<file path="config.mk">
export PLATFORM = sky130hd
export DESIGN_NAME = fp_single_double_extended_convert_core
export DESIGN_NICKNAME = d
export VERILOG_FILES = /design/src/sv/fpcvt_pkg.sv /design/src/sv/fp_single_double_extended_convert_core.sv /design/src/sv/fpcvt_widen.sv /design/src/sv/fpcvt_narrow.sv
export SDC_FILE = /design/constraint.sdc
export NUM_CORES = 1
export LEC_CHECK = 0
export ABC_AREA = 1
export BUFFER_PORTS_ARGS = -buffer_cell sky130_fd_sc_hd__buf_2
export CORE_UTILIZATION = 45
export DETAILED_ROUTE_END_ITERATION = 7
export PLACE_DENSITY_LB_ADDON = 0.1
export SKIP_CTS_REPAIR_TIMING = 1
export SYNTH_ARGS = -nofsm -noshare
export SYNTH_HDL_FRONTEND = slang
export SYNTH_HIERARCHICAL = 1
export SYNTH_SLANG_ARGS = --single-unit
</file>
<file path="constraint.sdc">
create_clock -name clk -period 4.55 [get_ports clk]
set_clock_uncertainty 0.2 [all_clocks]
set_input_delay 0.455 -clock clk [delete_from_list [all_inputs] [get_ports clk]]
set_output_delay 0.455 -clock clk [all_outputs]
set_load 0.01 [all_outputs]
</file>
<file path="src/sv/fpcvt_pkg.sv">
// Shared types and constants for the single/double <-> extended converter.
`default_nettype none
package fpcvt_pkg;

  localparam int unsigned EXT_BIAS = 16383;
  localparam int unsigned SGL_BIAS = 127;
  localparam int unsigned DBL_BIAS = 1023;

  localparam logic [1:0] CMD_S2X = 2'd0;
  localparam logic [1:0] CMD_D2X = 2'd1;
  localparam logic [1:0] CMD_X2S = 2'd2;
  localparam logic [1:0] CMD_X2D = 2'd3;

  localparam logic [1:0] RND_NEAREST = 2'd0;
  localparam logic [1:0] RND_DOWN    = 2'd1;
  localparam logic [1:0] RND_UP      = 2'd2;
  localparam logic [1:0] RND_CHOP    = 2'd3;

  typedef struct packed {
    logic [1:0]  command;
    logic [63:0] source_bits;
    logic [63:0] ext_mantissa;
    logic [15:0] ext_sign_exponent;
  } cvt_in_t;

  typedef struct packed {
    logic [63:0] result_bits;
    logic [63:0] result_mantissa;
    logic [15:0] result_sign_exponent;
  } cvt_out_t;

  typedef struct packed {
    logic       to_double;
    logic [1:0] mode;
  } nrw_ctl_t;

endpackage
`default_nettype wire

</file>
<file path="src/sv/fp_single_double_extended_convert_core.sv">
// Top level: single/double <-> 80-bit extended format converter.
//
// Input: a word on in_data is taken at a rising edge with start high and
// busy low. busy is always low: a new word may be issued every cycle.
// Output: each word yields one result, shown on out_data for exactly one
// cycle with out_strobe high. The word passes the input register, then
// the result register; the strobe rises as the result register is loaded.
// Throughput is one word per cycle.
// The receiver cannot hold results off; results leave in issue order.
// Unused result fields are zero: result_bits for widening commands,
// result_mantissa and result_sign_exponent for narrowing ones.
// cfg_we/cfg_wdata write the rounding mode (nearest, down, up, chop); it
// is used by narrowing words in the result stage, so write it only when no
// word is in flight.
// Reset (rst_n low, synchronous) clears the rounding mode to nearest and
// drops any words in flight; no strobe follows reset until new words come.
`default_nettype none
module fp_single_double_extended_convert_core (
  input  wire logic                clk,
  input  wire logic                rst_n,
  input  wire logic                start,
  output logic                     busy,
  input  wire fpcvt_pkg::cvt_in_t  in_data,
  output logic                     out_strobe,
  output fpcvt_pkg::cvt_out_t      out_data,
  input  wire logic                cfg_we,
  input  wire logic [1:0]          cfg_wdata
);

  logic [1:0]           rnd_mode_r;
  logic                 in_vld_r;
  fpcvt_pkg::cvt_in_t   in_r;
  logic                 out_vld_r;
  fpcvt_pkg::cvt_out_t  out_r;
  fpcvt_pkg::cvt_out_t  out_nxt;
  fpcvt_pkg::nrw_ctl_t  nrw_ctl;
  logic [63:0]          wide_man;
  logic [15:0]          wide_se;
  logic [63:0]          nrw_bits;
  logic                 is_widen;

  assign busy = 1'b0;

  always_ff @(posedge clk) begin
    if (!rst_n) begin
      rnd_mode_r <= fpcvt_pkg::RND_NEAREST;
      in_vld_r   <= 1'b0;
      out_vld_r  <= 1'b0;
    end else begin
      if (cfg_we) begin
        rnd_mode_r <= cfg_wdata;
      end
      in_vld_r  <= start && !busy;
      out_vld_r <= in_vld_r;
    end
  end

  always_ff @(posedge clk) begin
    if (start && !busy) begin
      in_r <= in_data;
    end
    if (in_vld_r) begin
      out_r <= out_nxt;
    end
  end

  fpcvt_widen u_widen (
    .from_double   (in_r.command == fpcvt_pkg::CMD_D2X),
    .source_bits   (in_r.source_bits),
    .mantissa      (wide_man),
    .sign_exponent (wide_se)
  );

  assign nrw_ctl.to_double = (in_r.command == fpcvt_pkg::CMD_X2D);
  assign nrw_ctl.mode      = rnd_mode_r;

  fpcvt_narrow u_narrow (
    .ctl               (nrw_ctl),
    .ext_mantissa      (in_r.ext_mantissa),
    .ext_sign_exponent (in_r.ext_sign_exponent),
    .result_bits       (nrw_bits)
  );

  assign is_widen = (in_r.command == fpcvt_pkg::CMD_S2X) ||
                    (in_r.command == fpcvt_pkg::CMD_D2X);

  always_comb begin
    if (is_widen) begin
      out_nxt.result_bits          = 64'd0;
      out_nxt.result_mantissa      = wide_man;
      out_nxt.result_sign_exponent = wide_se;
    end else begin
      out_nxt.result_bits          = nrw_bits;
      out_nxt.result_mantissa      = 64'd0;
      out_nxt.result_sign_exponent = 16'd0;
    end
  end

  assign out_strobe = out_vld_r;
  assign out_data   = out_r;

  // every accepted word comes out through the input and result registers
  a_latency: assert property (@(posedge clk) disable iff (!rst_n)
    start && !busy |=> ##1 out_strobe)
    else $error("accepted word produced no result");

  // no result without a matching accepted word
  a_no_spurious: assert property (@(posedge clk) disable iff (!rst_n)
    out_strobe |-> $past(start && !busy, 2))
    else $error("result strobe without accepted word");

  // widening and narrowing fields never both carry data
  a_fields_excl: assert property (@(posedge clk) disable iff (!rst_n)
    out_strobe |-> (out_data.result_bits == 64'd0) ||
                   ((out_data.result_mantissa == 64'd0) &&
                    (out_data.result_sign_exponent == 16'd0)))
    else $error("both result field groups nonzero");

  // rounding mode only changes through a config write
  a_mode_hold: assert property (@(posedge clk) disable iff (!rst_n)
    $past(rst_n) && !$past(cfg_we) |-> $stable(rnd_mode_r))
    else $error("rounding mode changed without write");

endmodule
`default_nettype wire

</file>
<file path="src/sv/fpcvt_widen.sv">
// Single or double to extended: rebias exponent, insert explicit leading one.
`default_nettype none
module fpcvt_widen (
  input  wire logic        from_double,
  input  wire logic [63:0] source_bits,
  output logic      [63:0] mantissa,
  output logic      [15:0] sign_exponent
);

  logic        sign;
  logic        is_zero;
  logic [14:0] exp_s;
  logic [14:0] exp_d;

  assign exp_s = 15'(source_bits[30:23]) + 15'(fpcvt_pkg::EXT_BIAS - fpcvt_pkg::SGL_BIAS);
  assign exp_d = 15'(source_bits[62:52]) + 15'(fpcvt_pkg::EXT_BIAS - fpcvt_pkg::DBL_BIAS);

  always_comb begin
    if (from_double) begin
      sign    = source_bits[63];
      is_zero = (source_bits[62:0] == 63'd0);
    end else begin
      sign    = source_bits[31];
      is_zero = (source_bits[30:0] == 31'd0);
    end

    if (is_zero) begin
      mantissa      = 64'd0;
      sign_exponent = {sign, 15'd0};
    end else if (from_double) begin
      mantissa      = {1'b1, source_bits[51:0], 11'd0};
      sign_exponent = {sign, exp_d};
    end else begin
      mantissa      = {1'b1, source_bits[22:0], 40'd0};
      sign_exponent = {sign, exp_s};
    end
  end

endmodule
`default_nettype wire

</file>
<file path="src/sv/fpcvt_narrow.sv">
// Extended to single or double: rebias, drop leading one, round, pack.
`default_nettype none
module fpcvt_narrow (
  input  wire fpcvt_pkg::nrw_ctl_t ctl,
  input  wire logic [63:0]         ext_mantissa,
  input  wire logic [15:0]         ext_sign_exponent,
  output logic      [63:0]         result_bits
);

  logic        neg;
  logic [14:0] ex;
  logic [31:0] base_s;
  logic [63:0] base_d;
  logic [10:0] dropped;
  logic [10:0] half;
  logic        inc;
  logic [63:0] sum;

  assign neg = ext_sign_exponent[15];
  assign ex  = ext_sign_exponent[14:0];

  // rebias mod 2^8 / 2^11 reduces to flipping the top kept exponent bit
  assign base_s = {neg, ex[7:0] ^ 8'h80, ext_mantissa[62:40]};
  assign base_d = {neg, ex[10:0] ^ 11'h400, ext_mantissa[62:11]};

  // single looks only at the 8 bits below the high-word fraction
  assign dropped = ctl.to_double ? ext_mantissa[10:0] : {3'd0, ext_mantissa[39:32]};
  assign half    = ctl.to_double ? 11'h400 : 11'h080;

  always_comb begin
    case (ctl.mode)
      fpcvt_pkg::RND_NEAREST: inc = (dropped > half);
      fpcvt_pkg::RND_DOWN:    inc = neg && (dropped != 11'd0);
      fpcvt_pkg::RND_UP:      inc = !neg && (dropped != 11'd0);
      fpcvt_pkg::RND_CHOP:    inc = 1'b0;
      default:                inc = 1'b0;
    endcase
  end

  // carry runs into the exponent field
  assign sum = (ctl.to_double ? base_d : {32'd0, base_s}) + {63'd0, inc};

  always_comb begin
    if (ex == 15'd0) begin
      result_bits = ctl.to_double ? {neg, 63'd0} : {32'd0, neg, 31'd0};
    end else if (ctl.to_double) begin
      result_bits = sum;
    end else begin
      result_bits = {32'd0, sum[31:0]};
    end
  end

endmodule
`default_nettype wire
</file>
==> impl_results.md <==
- Status: finished, final reports clean
- # port buffers: 295
- Pin count of the biggest net entering global routing: ~120
- Drc violations: 0
- Fin. Hold Viols: 0
- Tmin final: 3.82 ns
- First-pass GRT wire length: roughly 64000 um
- Starting DRT DRC Count: ~1100
- Vias: 12414
- # setup viols final: 0
- Non-Filler Instances: 2614
- Clock Pin Slew Worst Setup and Hold Paths: 0.06 ns
- Total grt overflow: 0
- M1 GR Usage: 39.5%
- Gr usage total: between 20% and 30%
- RSZ-0062 raised after global routing: no
- Cell family with most CP delay: simple AND/OR/NAND/NOR gates
- Crit path largest cell delay: 0.38 ns
- Die outline height: 185 um
- Worst-case hold slack: between 0.1 and 0.15 ns
- CTS tree: built
- Top cell by count, worst path: nand2_1
- Startpoint Class: flop
- Post-route core utilization: between 50% and 60%
- Most common cell after layout, fill and taps aside: nand2_1
- Die Wd: about 190 um
- Nets: approximately 2300
- DRT Pass-1 Iters: 5
- Worst-path cell chain: nand2_1 -> clkinv_2 -> inv_1 -> o21ai_0 -> o22ai_1 -> o21a_1 -> ha_1 -> inv_1 -> nor2_1 -> nand2_1 -> nor2_4 -> nand2_1 -> nor2_1 -> nand2_1 -> nand2_1 -> inv_1 -> nor2_1 -> nand2_1 -> inv_1
- # diodes: 0
- F_max: 0.262 GHz
- Met2 Use GR: 35.5%
- TritonCTS buffer count: 30
- Post-DRT Antenna Nets: 0
- Final GP Congestion: 0.986
- Die area: 0.0344 mm^2
- Kind of critical path: reg -> reg
- Worst hold path type: in -> reg
- Num rows: 66
- Clock sink count: approximately 290
- R2r startpoint: in_r[145]$_DFFE_PP_
- Avg Cell Area, Syn: ~8.8 um^2
- R2r setup slk: ~0.73 ns
- Maximum vdd ir drop: 296 uV
- CTS Buffer Depth: 3
- Crit end category: flop
- Gr busiest metal: met1
- Hold Crit Start: start
- CP Buf/Inv Count: 5
- CTS Root Cell: clkbuf_16
- Share of layout cells above drive strength 1: about a fifth
- Yosys Warn Count: 6
- Worst-Margin Slew: 0.938 ns
- Relative slew slack: 37.5%
- Worst-skew pair later-pin latency: about 0.60 ns
- LEAKAGE: roughly 0.0085 uW
- Core Region: 0.0329 mm^2
- Worst Hold Endpoint: in_r[97]$_DFFE_PP_
- Initial antenna violation count: 0
- Initial Utilization: 46.1%
- Fin. max-slew vios: 0
- Routed wire per std cell: 17.9 um
- Max cap viols: 0
- Vias in the first global route: 10833
- # IOs: 298
- Slowest cell on crit path: edfxtp_1
- Post-DP HPWL: 34300 um
- PD cells: 342 mW/mm^2
- Fillers: 2978
- Cell area after synthesis: 0.0151 mm^2
- H-Tree Depth: 1
- Min-Delay Path Depth: 1
- Tcrit/Tclk final: 83.9%
- Setup_tns: 0 ns
- WP data arrival: 4.08 ns
- Most frequent cells in the layout: nand2_1, nor2_1, buf_2
- Reg-to-reg endpoint: out_data[123]$_SDFFCE_PP0P_
- Vias per cell: 4.75
- Worst Path Max Fanout: 14
- GR Layer Usage met3: under 10%
- CP required: 4.81 ns
- Worst reg2reg path depth: 19
- Number of standard cells after synthesis: 1719
- Area Overhead vs Synth: 26.9%
- Total Routed Length: 46700 um
- Placed Cells: 2415
-- area by class of cell --
class / instances / area [um^2] / area share [%]
Sequential cell: 293 / 8760 / 45.6
Multi-Input combinational cell: 1082 / 4830 / 25.1
Timing Repair Buffer: 455 / 3090 / 16.1
Inverter: 292 / 1100 / 5.71
Clock buffer: 35 / 769 / 4.00
Tap cell: 442 / 553 / 2.88
Clock inverter: 15 / 118 / 0.612
-- registers in the layout, indices dropped and copies added, names as in the netlist --
| register | cells |
|---|---|
| in_r | 145 |
| in_vld_r | 1 |
| out_data | 144 |
| out_strobe | 1 |
| rnd_mode_r | 2 |
-- routing by layer --
layer / part of all wire, % / routed length (um) / up-vias
li1: - / - / 6227
met1: 47 / 22100 / 5660
met2: 42 / 19600 / 473
met3: 8.5 / 3980 / 54
met4: 2.1 / 999 / 0
met5: 0 / 0 / -
-- metrics by stage --
step | total power, uW | area (um^2) | worst slack (ns)
5_1_grt | 6840 | 19200 | 0.417
3_3_place_gp | 4240 | 16800 | 0.907
3_5_place_dp | 4250 | 16800 | 0.812
2_1_floorplan | 3910 | 15200 | 0.391
6_report | 6580 | 19200 | 0.734
4_1_cts | 6500 | 17700 | 0.811
-- where the power goes --
part	internal [uW]	leakage, uW	total, uW	switching [uW]
clock	1250	0.000421	2260	1010
combinational	376	0.00539	1010	630
sequential	3200	0.00269	3310	110
total	4830	0.00851	6580	1750
-- how the worst max path moves through the flow --
stage	end	slack, ns	cells after the start	startpoint
after floorplan	out_data[0]$_SDFFCE_PN0P_	0.39	0	in_vld_r$_SDFF_PN0_
after global placement	out_data[123]$_SDFFCE_PP0P_	0.91	19	in_r[145]$_DFFE_PP_
after detailed placement	out_data[114]$_SDFFCE_PP0P_	0.81	18	in_r[145]$_DFFE_PP_
after CTS	out_data[114]$_SDFFCE_PP0P_	0.81	18	in_r[145]$_DFFE_PP_
after global routing	out_data[123]$_SDFFCE_PP0P_	0.42	19	in_r[145]$_DFFE_PP_
final	out_data[123]$_SDFFCE_PP0P_	0.73	19	in_r[145]$_DFFE_PP_
No activity file was read; power rests on OpenSTA's default activity.
